File: config.mk
export PLATFORM = sky130hd
export DESIGN_NAME = lifo_stack_search_replace
export DESIGN_NICKNAME = d
export VERILOG_FILES = /design/src/hw/rtl/lssr_pkg.sv /design/src/hw/rtl/lifo_stack_search_replace.sv
export VERILOG_INCLUDE_DIRS = /design/src /design/src/hw/rtl
export SDC_FILE = /design/constraint.sdc
export NUM_CORES = 1
export LEC_CHECK = 0
export ABC_AREA = 1
export BUFFER_PORTS_ARGS = -buffer_cell sky130_fd_sc_hd__buf_4
export CELL_PAD_IN_SITES_DETAIL_PLACEMENT = 1
export CELL_PAD_IN_SITES_GLOBAL_PLACEMENT = 2
export CORE_MARGIN = 5
export CORE_UTILIZATION = 30
export DETAILED_ROUTE_END_ITERATION = 8
export PLACE_DENSITY_LB_ADDON = 0.3
export RECOVER_POWER = 100
export SYNTH_ARGS = -nofsm -noshare
export SYNTH_HDL_FRONTEND = slang
export SYNTH_SLANG_ARGS = --single-unit
File: constraint.sdc
create_clock -name clk -period 11.8 [get_ports clk]
set_input_delay 2.36 -clock clk [delete_from_list [all_inputs] [get_ports clk]]
set_output_delay 2.36 -clock clk [all_outputs]
set_load 0.02 [all_outputs]
File: src/hw/rtl/lifo_stack_search_replace_macros.svh
// ----------------------------------------------------------------------------
// lifo stack search/replace assertion macros
// concurrent assertion wrappers, empty when SYNTHESIS is defined
// ----------------------------------------------------------------------------
`ifndef LIFO_STACK_SEARCH_REPLACE_MACROS_SVH
`define LIFO_STACK_SEARCH_REPLACE_MACROS_SVH

`ifndef SYNTHESIS

// same-cycle implication
`define LSSR_ASSERT_IMPLY(label, clk, rst, ante, cons) \
  label: assert property (@(posedge clk) disable iff (rst) (ante) |-> (cons)) \
    else $error("assertion failed");

// next-cycle implication
`define LSSR_ASSERT_NEXT(label, clk, rst, ante, cons) \
  label: assert property (@(posedge clk) disable iff (rst) (ante) |=> (cons)) \
    else $error("assertion failed");

`else

`define LSSR_ASSERT_IMPLY(label, clk, rst, ante, cons)
`define LSSR_ASSERT_NEXT(label, clk, rst, ante, cons)

`endif

`endif

File: src/hw/rtl/lssr_pkg.sv
// ----------------------------------------------------------------------------
// lifo stack search/replace package
// request modes, result status codes and sequencer states
// ----------------------------------------------------------------------------
package lssr_pkg;

  // request modes
  localparam logic [1:0] MODE_PUSH   = 2'd0;
  localparam logic [1:0] MODE_MODIFY = 2'd1;
  localparam logic [1:0] MODE_DRAIN  = 2'd2;

  // result status codes
  localparam logic [1:0] STATUS_DONE     = 2'd0;
  localparam logic [1:0] STATUS_FULL     = 2'd1;
  localparam logic [1:0] STATUS_EMPTY    = 2'd2;
  localparam logic [1:0] STATUS_NOTFOUND = 2'd3;

  // sequencer states
  typedef enum logic [1:0] {
    ST_IDLE,
    ST_FETCH,
    ST_SCAN,
    ST_DRAIN
  } state_t;

endpackage

File: src/hw/rtl/lifo_stack_search_replace.sv
// ----------------------------------------------------------------------------
// lifo stack with search/replace
// push: result in the cycle after the transaction, busy stays low (one per cycle);
// modify or drain on an empty stack answers the same way.
// modify: after a fetch state, entries are compared top first, at most DEPTH of them,
// busy in the fetch and scan states; one entry per cycle through the single compare unit.
// drain of n entries: after a fetch state, n results follow, one per cycle, with
// busy high in the fetch and drain states. The receiver cannot stall results. Sync rst
// clears the entry count, sequencer and strobe; store contents are not cleared.
// ----------------------------------------------------------------------------
`include "lifo_stack_search_replace_macros.svh"

module lifo_stack_search_replace #(
  parameter int DEPTH = 16
) (
  input  logic               clk,
  input  logic               rst,
  input  logic               start,
  output logic               busy,
  input  logic [1:0]         mode,
  input  logic signed [31:0] value,
  input  logic signed [31:0] new_value,
  output logic               strobe,
  output logic [1:0]         status,
  output logic signed [31:0] data,
  output logic               last
);

  localparam int IDX_W = (DEPTH > 1) ? $clog2(DEPTH) : 1;
  localparam int CNT_W = $clog2(DEPTH + 1);

  // stack store and read port
  logic signed [31:0] mem [DEPTH];
  logic signed [31:0] rd_data;
  logic [IDX_W-1:0]   rd_addr;
  logic               wr_en;
  logic [IDX_W-1:0]   wr_addr;
  logic signed [31:0] wr_data;

  // control state
  lssr_pkg::state_t state, state_next;
  logic [CNT_W-1:0] count, count_next;
  logic [IDX_W-1:0] ptr, ptr_next;
  logic [1:0]       op;
  logic signed [31:0] key;
  logic signed [31:0] nval;

  // result registers
  logic               strobe_next;
  logic [1:0]         status_next;
  logic signed [31:0] data_next;
  logic               last_next;

  // decoded conditions
  logic             acc;
  logic             full;
  logic             empty;
  logic             match;
  logic             ptr_zero;
  logic [CNT_W-1:0] count_m1;

  assign busy     = (state != lssr_pkg::ST_IDLE);
  assign acc      = start && !busy;
  assign full     = (count == CNT_W'(DEPTH));
  assign empty    = (count == '0);
  assign match    = (rd_data == key);
  assign ptr_zero = (ptr == '0);
  assign count_m1 = count - CNT_W'(1);

  // next state
  always_comb begin
    state_next = state;
    unique case (state)
      lssr_pkg::ST_IDLE: begin
        if (acc && !empty && (mode == lssr_pkg::MODE_MODIFY ||
                              mode == lssr_pkg::MODE_DRAIN)) begin
          state_next = lssr_pkg::ST_FETCH;
        end
      end
      lssr_pkg::ST_FETCH: begin
        state_next = (op == lssr_pkg::MODE_MODIFY) ? lssr_pkg::ST_SCAN
                                                   : lssr_pkg::ST_DRAIN;
      end
      lssr_pkg::ST_SCAN: begin
        if (match || ptr_zero) begin
          state_next = lssr_pkg::ST_IDLE;
        end
      end
      lssr_pkg::ST_DRAIN: begin
        if (ptr_zero) begin
          state_next = lssr_pkg::ST_IDLE;
        end
      end
      default: state_next = lssr_pkg::ST_IDLE;
    endcase
  end

  // datapath control and result values
  always_comb begin
    count_next  = count;
    ptr_next    = ptr;
    wr_en       = 1'b0;
    wr_addr     = count[IDX_W-1:0];
    wr_data     = value;
    rd_addr     = ptr - IDX_W'(1);
    strobe_next = 1'b0;
    status_next = lssr_pkg::STATUS_DONE;
    data_next   = '0;
    last_next   = 1'b1;
    unique case (state)
      lssr_pkg::ST_IDLE: begin
        if (acc) begin
          unique case (mode)
            lssr_pkg::MODE_PUSH: begin
              strobe_next = 1'b1;
              if (full) begin
                status_next = lssr_pkg::STATUS_FULL;
              end else begin
                wr_en      = 1'b1;
                count_next = count + CNT_W'(1);
              end
            end
            lssr_pkg::MODE_MODIFY, lssr_pkg::MODE_DRAIN: begin
              if (empty) begin
                strobe_next = 1'b1;
                status_next = lssr_pkg::STATUS_EMPTY;
              end
            end
            default: ;
          endcase
        end
      end
      lssr_pkg::ST_FETCH: begin
        rd_addr  = count_m1[IDX_W-1:0];
        ptr_next = count_m1[IDX_W-1:0];
      end
      lssr_pkg::ST_SCAN: begin
        // compare the entry read last cycle, fetch the one below
        if (match) begin
          wr_en       = 1'b1;
          wr_addr     = ptr;
          wr_data     = nval;
          strobe_next = 1'b1;
          data_next   = rd_data;
        end else if (ptr_zero) begin
          strobe_next = 1'b1;
          status_next = lssr_pkg::STATUS_NOTFOUND;
        end else begin
          ptr_next = ptr - IDX_W'(1);
        end
      end
      lssr_pkg::ST_DRAIN: begin
        // pop one entry a cycle, top first
        strobe_next = 1'b1;
        data_next   = rd_data;
        last_next   = ptr_zero;
        count_next  = CNT_W'(ptr);
        if (!ptr_zero) begin
          ptr_next = ptr - IDX_W'(1);
        end
      end
      default: ;
    endcase
  end

  // store write and registered read
  always_ff @(posedge clk) begin
    if (wr_en) begin
      mem[wr_addr] <= wr_data;
    end
    rd_data <= mem[rd_addr];
  end

  // control registers
  always_ff @(posedge clk) begin
    if (rst) begin
      state  <= lssr_pkg::ST_IDLE;
      count  <= '0;
      strobe <= 1'b0;
    end else begin
      state  <= state_next;
      count  <= count_next;
      strobe <= strobe_next;
    end
  end

  // payload registers
  always_ff @(posedge clk) begin
    ptr    <= ptr_next;
    status <= status_next;
    data   <= data_next;
    last   <= last_next;
    if (acc) begin
      op   <= mode;
      key  <= value;
      nval <= new_value;
    end
  end

  // assertions
  `LSSR_ASSERT_IMPLY(a_count_bound, clk, rst, 1'b1, count <= CNT_W'(DEPTH))
  `LSSR_ASSERT_IMPLY(a_notlast_is_drain, clk, rst, strobe && !last,
                     status == lssr_pkg::STATUS_DONE && state == lssr_pkg::ST_DRAIN)
  `LSSR_ASSERT_NEXT(a_push_done, clk, rst,
                    acc && mode == lssr_pkg::MODE_PUSH && !full,
                    strobe && status == lssr_pkg::STATUS_DONE &&
                    count == $past(count) + CNT_W'(1))
  `LSSR_ASSERT_IMPLY(a_drain_clears, clk, rst,
                     state == lssr_pkg::ST_IDLE && $past(state) == lssr_pkg::ST_DRAIN,
                     count == '0 && strobe && last)

endmodule

==> results of run 1 <==
registers in the layout, summed over array words and instances (netlist names):
| name | count |
|---|---|
| last | 1 |
| status | 2 |
| key | 32 |
| count | 5 |
| data | 32 |
| strobe | 1 |
| state | 2 |
| nval | 32 |
| op | 2 |
| rd_data | 32 |
| mem | 512 |
| ptr | 4 |
worst paths after layout:
| path | cells after the start | startpoint | endpoint | slack, ns |
|---|---|---|---|---|
| setup / recovery | 9 | state[0] | rd_data[7] | 4.38 |
| hold / removal | 2 | rd_data[11] | data[11] | 0.44 |
| setup reg to reg | 9 | state[0] | rd_data[7] | 4.38 |
| hold reg to reg | 2 | rd_data[11] | data[11] | 0.44 |
synth_stat cells:
cell type	count
o21ai_2	2
edfxtp_1	582
or2_1	12
o31ai_1	1
a21oi_1	4
or2_2	15
o22ai_1	23
nor3_1	1
ha_1	6
o21ai_4	1
o21ai_0	206
nand3_2	1
a31oi_1	4
o21ai_1	45
o41ai_1	1
xnor2_1	23
o211ai_1	70
nor2_1	190
nand2_4	1
buf_1	2
inv_4	1
dfxtp_1	75
nand2_2	2
clkbuf_2	8
inv_1	59
nor2_2	1
o221ai_1	82
xor2_1	2
buf_6	8
nand3_1	54
nand2_1	222
clkbuf_1	37
or2_0	102
nand4_1	7
buf_2	59
a211oi_1	1
inv_2	16
metrics by stage:
stage / area, µm² / worst slack, ns / total power, mW / utilization / instances
detailed placement: 27600 / 6.79 / 5.70 / 0.325 / 3087
global placement: 27600 / 6.86 / 5.65 / 0.325 / 3087
CTS: 29800 / 7.31 / 7.88 / 0.351 / 3212
global route: 29500 / 3.67 / 8.22 / 0.347 / 3212
finish: 29500 / 4.38 / 7.74 / 0.347 / 3212
floorplan: 25600 / 3.99 / 4.68 / - / 1926
metal layers:
metal / part of all wire / vias to the layer above / GRT usage
met5: 0 / - / 0
met1: 0.45 / 8075 / 0.205
met2: 0.50 / 209 / 0.267
met3: 0.031 / 91 / 0.0225
li1: - / 7235 / -
met4: 0.023 / 0 / 0.0418
cell type report:
| type | instances | area, µm² | area share |
|---|---|---|---|
| sequential | 657 | 19000 | 0.644 |
| multi-input combinational | 1079 | 5850 | 0.199 |
| clock buffer | 83 | 1810 | 0.0614 |
| tap | 1144 | 1430 | 0.0486 |
| timing repair buffer | 131 | 692 | 0.0235 |
| clock inverter | 42 | 410 | 0.0139 |
| inverter | 76 | 294 | 0.00998 |
power breakdown:
part	internal [mW]	switching (mW)	total, mW
combinational	0.775	1.96	2.74
sequential	2.73	0.110	2.84
clock	1.25	0.908	2.16
logic make-up after synthesis:
logic type,after synthesis
xor gates and xnor gates,25
DFF,657
buffers and inverters,190
AOI/OAI and AO/OA,440
adders and majority gates,6
and+or+nand+nor,608
critical path, delay by kind of cell (launching register included):
| kind | cells | cell delay [ns] |
|---|---|---|
| AND/OR/NAND/NOR | 3 | 0.75 |
| flip-flops | 1 | 0.56 |
| AO/OA/AOI/OAI | 3 | 0.93 |
| buffers and inverters | 3 | 4.90 |
==> results.yml, run 1 <==
routing:
  antenna_violating_nets_post_route: 0
  wl_per_cell_um: 22.3
  dr.first_iter.drc_count: 1013
  first_pass_iters: 5
  via_count: 15600
  vias_per_cell: 4.86
  route.detailed.drc: 0
  finalWirelength_um: 71700
synthesis:
  synth-xor-area-share: 0.00856
  avgSynthCellArea_um2: 13.3
  yosys-mux-area-fraction: 0
  synth.ff_latch_count: 657
  synth-compound-area-share: 0.107
  yosysWarningCount: 0
  synthCells: 1926
  synth-seq-area-share: 0.742
  dominant_combinational_cell_family_by_area_after_synthesis: "compound AO/OA/AOI/OAI gates"
  synth.top_cell.area_share: 0.683
  yosys.cell_types.count: 37
  post_synth_instance_area_mm2: 0.0256
  mappedNetlistNets: 2001
  synth_simple_gate_area_share: 0.106
  yosys.area.top_type: "edfxtp_1"
  synth.area.top_cells: "edfxtp_1 68%, dfxtp_1 5.9%, o21ai_0 4.0%, nand2_1 3.3%, o221ai_1 2.8%"
  yosys.area_share.adder: 0.00293
timing:
  worst_clock_skew_ns: 0.0233
  final.hold.worst_slack_ns: 0.443
  finalCriticalPeriod_ns: 7.42
  relSlewSlack: -1.66
  count_of_endpoints_failing_setup_in_the_final_report: 0
  fin_tns_setup_ns: 0
  slew_viol_final: 707
  post_route_clock_period_utilization: 0.629
  rsz0062_at_grt: "no"
  report.final.hold_viol_count: 0
  timing.fmax_mhz: 135
  tightestPinTransition_ns: 3.99
clock_tree:
  htreeDepth: 3
  cts.reportedPaths.clkPinSlew_ns: 0.06
  post-cts-setup-buffers: 0
  cts-buffers-inserted: 70
  holdBufCountCts: 0
  postCtsResizedCells: 0
  numClockSinks: 657
  clock_path_buffers: 3
  cts_tree: "done"
  clk_root_buffer_cell: "clkbuf_16"
  clk_latency_ns: 0.61
layout:
  area_delta_synth_final_pct: 15.1
  most-common-layout-cells: "582 x edfxtp_1, 222 x nand2_1, 214 x o21ai_0, 181 x nor2_1, 102 x or2_0"
  final_net_count: 2090
  layout_commonest_cell: "edfxtp_1"
  final_layout_size_suffix_gt1_frac: 0.0953
  final.fill_count: 9029
  diodes: 0
setup_path:
  startpoint_type: "flip-flop"
  worst_path_max_delay_cell: "clkinvlp_2"
  worst_path_arrival_time_ns: 7.90
  path_common_cell: "buf_4"
  worstPathCellList: "nand3_1 -> nand2_8 -> clkinvlp_2 -> buf_4 -> buf_4 -> o21ai_0 -> o22ai_1 -> o211ai_1 -> nand2_1"
  cp_max_fo: 100
  timing.critical_path.required_ns: 12.28
  timing.setup.critical_path_class: "reg -> reg"
  critPathCaptureType: "flip-flop"
  cpPeakStageDelay_ns: 2.95
power:
  ir_drop_v: 0.000305
  cellLeakagePower_nw: 9.62
  power_per_cell_area_mw_per_mm2: 263
global_route:
  grt_start_max_net_pins: 183
  grt_overflow: 0
  antenna_found_initial: 0
  groute.usage.overall: 0.155
  wire_length_of_the_first_global_routing_pass_um: 107000
  grt_pass1_vias: 16700
die:
  placementRows: 107
  die_width_um: 302
  io_pins: 106
  floorplan.die_area_mm2: 0.0912
  dieHeight_um: 302
  core_area_mm2: 0.0849
  start_util: 0.301
job:
  max-cap-violations: 21
outcome:
  violations: "max-capacitance violations, max-slew violations"
  outcome: "finished, violations left"
min_path:
  worstHoldPathType: "reg -> reg"
placed_design:
  io_buffers: 105
  place_congestion: 0.771
  hpwl_um: 41900
No activity file was read; power rests on OpenSTA's default activity.
==> run 2: changes to the inputs <==
==> constraint.sdc (replaced) <==
create_clock -name clk -period 6.7 [get_ports clk]
set_input_delay 1.34 -clock clk [delete_from_list [all_inputs] [get_ports clk]]
set_output_delay 1.34 -clock clk [all_outputs]
set_load 0.02 [all_outputs]
==> results.yml, run 2 (same netlist as run 1, synthesis figures left out) <==
clock_tree:
  htreeDepth: 3
  clk_root_buffer_cell: "clkbuf_16"
  post-cts-setup-buffers: 0
  holdBufCountCts: 0
  cts-buffers-inserted: 71
  clk_latency_ns: 0.62
  clock_path_buffers: 3
  cts.reportedPaths.clkPinSlew_ns: 0.06
  cts_tree: "done"
  numClockSinks: 657
  postCtsResizedCells: 0
timing:
  relSlewSlack: -0.918
  report.final.hold_viol_count: 0
  slew_viol_final: 204
  count_of_endpoints_failing_setup_in_the_final_report: 0
  timing.fmax_mhz: 193
  worst_clock_skew_ns: 0.0196
  worst_slack_ns: 1.52
  rsz0062_at_grt: "no"
  fin_tns_setup_ns: 0
  finalCriticalPeriod_ns: 5.18
  post_route_clock_period_utilization: 0.773
  tightestPinTransition_ns: 2.88
layout:
  final_layout_size_suffix_gt1_frac: 0.0972
  combined_area_of_the_multi_input_logic_cells_mm2: 0.00587
  largest_register_ffs: 512
  area_delta_synth_final_pct: 15.4
  registers.top_by_ff_count: "mem"
  ff_latch_area_mm2: 0.0190
  layout.cell_area.non_filler_mm2: 0.0295
  final.fill_count: 9068
  diodes: 0
  most-common-layout-cells: "582 x edfxtp_1, 222 x nand2_1, 207 x o21ai_0, 177 x nor2_1, 102 x or2_0"
  final_net_count: 2095
  layout_commonest_cell: "edfxtp_1"
power:
  share_comb_of_total_power: 0.359
  internal-power_mw: 8.30
  clkPwrFrac: 0.275
  ir_drop_v: 0.000547
  power.share.sequential: 0.366
  switching_share: 0.390
  cellLeakagePower_nw: 9.67
  power_per_cell_area_mw_per_mm2: 461
  reported_net_switching_power_mw: 5.31
setup_path:
  path_common_cell: "nand2_1"
  cpPeakStageDelay_ns: 2.03
  cp_max_fo: 32
  cp_num_buf_inv: 1
  worstPathCellList: "xnor2_1 -> nand2_1 -> nor2_1 -> nand2_1 -> nor2_1 -> nand3_1 -> nand2_1 -> nand3_1 -> nor2_4 -> clkbuf_1"
  critPathCaptureType: "flip-flop"
  critical_path.top_delay_family: "buffers and inverters"
  cp.depth: 10
  timing.critical_path.required_ns: 6.85
  regToRegSetupSlack_ns: 1.52
  critical_path.reg2reg.startpoint: "rd_data[4]"
  reg2regPathDepth: 10
  startpoint_type: "flip-flop"
  worst_path_max_delay_cell: "clkbuf_1"
  worst_path_arrival_time_ns: 5.33
  timing.setup.critical_path_class: "reg -> reg"
  critical_path.reg2reg.endpoint: "mem[4][6]"
global_route:
  antenna_found_initial: 0
  grt_start_max_net_pins: 136
  wire_length_of_the_first_global_routing_pass_um: 108000
  grt_pass1_vias: 16600
  grt_overflow: 0
  groute.usage.overall: 0.158
routing:
  route.detailed.drc: 0
  dr.first_iter.drc_count: 964
  finalWirelength_um: 73100
  first_pass_iters: 5
  via_count: 15700
  wl_per_cell_um: 22.7
  antenna_violating_nets_post_route: 0
  vias_per_cell: 4.86
die:
  floorplan.die_area_mm2: 0.0912
  start_util: 0.301
  dieHeight_um: 302
  placementRows: 107
  die_width_um: 302
  io_pins: 106
  core_area_mm2: 0.0849
placed_design:
  io_buffers: 105
  place_congestion: 0.779
  placedInstanceArea_mm2: 0.0277
  pre_cts_ws_ns: 2.73
  hpwl_um: 42200
min_path:
  hold_path_end: "data[1]"
  worst_min_delay_path_startpoint: "rd_data[1]"
  worstHoldPathType: "reg -> reg"
  worst_hold_path.num_cells: 2
job:
  max-cap-violations: 6
outcome:
  violations: "max-capacitance violations, max-slew violations"
  outcome: "finished, violations left"
run 2: cell count changes in the layout (fill, tap and decap cells not counted), moves of 3 or more:
cell,previous run,this run
o21ai_1,37,44
bufinv_16,7,2
nor2_1,181,177
clkinv_2,14,8
clkinvlp_4,5,1
clkbuf_16,70,75
clkinv_1,11,16
o21ai_0,214,207
clkbuf_1,92,97
buf_4,10,24
nor2_4,10,13
run 2: through the flow:
stage          hold WS (ns)  total power, mW   util  instances
4_1_cts               0.445             13.9  0.351       3222
2_1_floorplan         0.421             8.23      -       1926
6_report              0.438             13.6  0.348       3222
3_5_place_dp          0.437             10.1  0.326       3091
3_3_place_gp          0.431             10.0  0.326       3091
5_1_grt               0.468             14.4  0.348       3222
run 2: worst register-to-register path, delay by kind of cell, from the launching register on:
kind,cells,cell delay [ns]
xor+xnor,1,0.24
buf+inv,1,2.03
flops,1,0.54
simple gates,8,1.85
run 2: layout make-up:
class | count | share of cell area
Sequential cell | 657 | 0.643
Multi-Input combinational cell | 1079 | 0.199
Clock buffer | 101 | 0.0672
Tap cell | 1144 | 0.0485
Timing Repair Buffer | 135 | 0.0260
Inverter | 76 | 0.0101
Clock inverter | 30 | 0.00657
run 2: worst max path at each step:
| stage | start | endpoint |
|---|---|---|
| 2_1_floorplan | start | mem[0][0] |
| 3_3_place_gp | mode[0] | mem[15][6] |
| 3_5_place_dp | mode[0] | mem[15][7] |
| 4_1_cts | rd_data[4] | mem[3][0] |
| 5_1_grt | rd_data[4] | mem[13][1] |
| 6_report | rd_data[4] | mem[4][6] |
run 2: metal layers:
layer / track usage / part of all wire / up-vias
met5: 0 / 0 / -
met4: 0.0421 / 0.024 / 0
met3: 0.0236 / 0.028 / 104
met2: 0.272 / 0.50 / 205
met1: 0.209 / 0.44 / 8124
li1: - / - / 7236
run 2: power by group through the flow:
stage | Clock, mW | Combinational [mW] | Sequential [mW]
2_1_floorplan | 0 | 3.20 | 5.03
3_3_place_gp | 0 | 4.94 | 5.06
3_5_place_dp | 0 | 5.04 | 5.07
4_1_cts | 3.85 | 5.05 | 4.98
5_1_grt | 4.00 | 5.43 | 5.00
6_report | 3.74 | 4.89 | 4.98
==> run 3: changes to the inputs <==
--- a/config.mk
+++ b/config.mk
@@ -6,7 +6,7 @@
 export SDC_FILE = /design/constraint.sdc
 export NUM_CORES = 1
 export LEC_CHECK = 0
-export ABC_AREA = 1
+export ABC_AREA = 0
 export BUFFER_PORTS_ARGS = -buffer_cell sky130_fd_sc_hd__buf_4
 export CELL_PAD_IN_SITES_DETAIL_PLACEMENT = 1
 export CELL_PAD_IN_SITES_GLOBAL_PLACEMENT = 2
==> constraint.sdc (replaced) <==
create_clock -name clk -period 4.64 [get_ports clk]
set_input_delay 0.928 -clock clk [delete_from_list [all_inputs] [get_ports clk]]
set_output_delay 0.928 -clock clk [all_outputs]
set_load 0.02 [all_outputs]
==> results.yml, run 3 <==
routing:
  dr.first_iter.drc_count: 816
  via_count: 12000
  antenna_violating_nets_post_route: 0
  wl_per_cell_um: 26.0
  vias_per_cell: 4.85
  route.detailed.drc: 0
  first_pass_iters: 5
  finalWirelength_um: 64100
synthesis:
  synthMostInstantiatedCell: "edfxtp_1"
  synth-async-reset-ratio: 0
  synth.ff_latch_count: 657
  synthTopCellsByCount: "582 x edfxtp_1, 128 x mux4_2, 75 x dfxtp_1, 64 x a22oi_1, 54 x nand2_1"
  yosys.area.top_type: "edfxtp_1"
  post_synth_instance_area_mm2: 0.0245
  yosys.cell_types.count: 49
  synthCells: 1186
  mappedNetlistNets: 1261
  synth-main-ff-cell: "edfxtp_1"
  synth-seq-area-share: 0.773
  yosysWarningCount: 0
  synth.top_cell.area_share: 0.712
  synth_edf_count: 582
  avgSynthCellArea_um2: 20.7
  synth.area.top_cells: "edfxtp_1 71%, mux4_2 12%, dfxtp_1 6.1%, a22oi_1 2.0%, mux2_2 1.5%"
setup_path:
  critical_path.reg2reg.startpoint: "key[10]"
  regToRegSetupSlack_ns: 0.45
  reg2regPathDepth: 5
  cpPeakStageDelay_ns: 1.10
  cp.depth: 5
  timing.critical_path.required_ns: 5.06
  cp_max_fo: 35
  critical_path.top_delay_family: "simple AND/OR/NAND/NOR gates"
  startpoint_type: "flip-flop"
  critPathCaptureType: "flip-flop"
  timing.setup.critical_path_class: "reg -> reg"
  worst_path_max_delay_cell: "o21a_1"
  critical_path.reg2reg.endpoint: "data[16]"
  worst_path_arrival_time_ns: 4.61
  worstPathCellList: "xor2_1 -> nor4_1 -> nand4_1 -> o21a_1 -> nor3b_1"
  cp_num_buf_inv: 0
power:
  power_per_cell_area_mw_per_mm2: 445
  fin_total_pwr_mw: 12.8
  cellLeakagePower_nw: 9.17
  ir_drop_v: 0.000224
timing:
  relSlewSlack: -0.450
  worst_slack_ns: 0.453
  post_route_clock_period_utilization: 0.902
  tightestPinTransition_ns: 2.18
  report.final.hold_viol_count: 0
  rsz0062_at_grt: "no"
  count_of_endpoints_failing_setup_in_the_final_report: 0
  slew_viol_final: 96
  timing.fmax_mhz: 239
  worst_clock_skew_ns: 0.0259
  finalCriticalPeriod_ns: 4.19
die:
  core_area_mm2: 0.0808
  floorplan.die_area_mm2: 0.0876
  die_width_um: 296
  start_util: 0.304
  io_pins: 106
  dieHeight_um: 296
  placementRows: 104
min_path:
  hold_path_end: "data[4]"
  worstHoldPathType: "reg -> reg"
  worst_min_delay_path_startpoint: "rd_data[4]"
  worst_hold_path.num_cells: 1
layout:
  final_layout_size_suffix_gt1_frac: 0.224
  area_delta_synth_final_pct: 17.5
  postLayoutCoreUtil: 0.357
  final_net_count: 1419
  largest_register_ffs: 512
  most-common-layout-cells: "582 x edfxtp_1, 128 x mux4_2, 95 x clkbuf_1, 77 x clkbuf_16, 75 x dfxtp_1"
  registers.top_by_ff_count: "mem"
  layout_commonest_cell: "edfxtp_1"
  final.fill_count: 7909
clock_tree:
  numClockSinks: 657
  clock_path_buffers: 3
  post-cts-setup-buffers: 0
  clk_latency_ns: 0.62
  cts-buffers-inserted: 75
  cts_tree: "done"
  clk_root_buffer_cell: "clkbuf_16"
  cts.reportedPaths.clkPinSlew_ns: 0.06
  htreeDepth: 3
  postCtsResizedCells: 0
  holdBufCountCts: 0
global_route:
  grt_overflow: 0
  groute.usage.overall: 0.146
  wire_length_of_the_first_global_routing_pass_um: 93100
  antenna_found_initial: 0
  grt_start_max_net_pins: 79
  grt_pass1_vias: 13200
placed_design:
  io_buffers: 105
  pre_cts_ws_ns: 0.461
  hpwl_um: 37800
  place_congestion: 0.693
outcome:
  violations: "max-capacitance violations, max-slew violations"
  outcome: "finished, violations left"
job:
  max-cap-violations: 2
run 3: logic make-up (layout without fill, tap and decap cells):
| family | after synthesis | in the layout | share of synthesized area |
|---|---|---|---|
| multiplexers | 166 | 166 | 0.135 |
| XOR/XNOR | 38 | 38 | 0.0136 |
| buffers and inverters | 74 | 294 | 0.0130 |
| AND/OR/NAND/NOR | 146 | 146 | 0.0319 |
| adder cells (fa/ha/maj) | 6 | 6 | 0.00306 |
| other | 0 | 1 | 0 |
| flip-flops | 657 | 657 | 0.773 |
| AO/OA/AOI/OAI | 99 | 99 | 0.0304 |
run 3: power breakdown:
group	internal [mW]	switching, mW	total [mW]	leakage, nW
combinational	0.243	0.392	0.635	2.12
sequential	6.54	0.0546	6.60	5.90
clock	3.25	2.35	5.60	1.14
total	10.0	2.80	12.8	9.17
run 3: how the worst max path moves through the flow:
stage                      end  slack, ns     from
floorplan            mem[1][0]      -0.94  key[26]
global placement    mem[1][19]       0.43  key[10]
global route          data[16]       0.20  key[10]
finish                data[16]       0.45  key[10]
CTS                 mem[1][10]       0.44  key[27]
detailed placement  mem[1][19]       0.46  key[27]
run 3: through the flow:
stage               cell area (µm²)  cells  hold WS, ns  TNS, ns
floorplan                     24600   1186        0.427   -59.86
global placement              27000   2327        0.479        0
global route                  28800   2466        0.472        0
CTS                           29300   2466        0.437        0
detailed placement            27000   2327        0.480        0
finish                        28800   2467        0.494        0
run 3: per-layer routing:
| metal | routed length (µm) | global-route usage | vias to the layer above | share of wire |
|---|---|---|---|---|
| li1 | - | - | 5192 | - |
| met1 | 28000 | 0.194 | 6485 | 0.44 |
| met2 | 32600 | 0.251 | 231 | 0.51 |
| met3 | 2560 | 0.0261 | 64 | 0.040 |
| met4 | 962 | 0.0355 | 0 | 0.015 |
| met5 | 0 | 0 | - | 0 |
run 3: area by class of cell:
type,instances,area [µm²],share of cell area
flip-flops and latches,657,19000,0.658
multi-input cells,455,5330,0.185
clock buffers,103,2070,0.0719
well taps,1060,1330,0.0460
repair buffers,145,828,0.0287
clock inverters,36,258,0.00894
inverters,10,38.8,0.00135
diodes,1,2.50,0.0000868
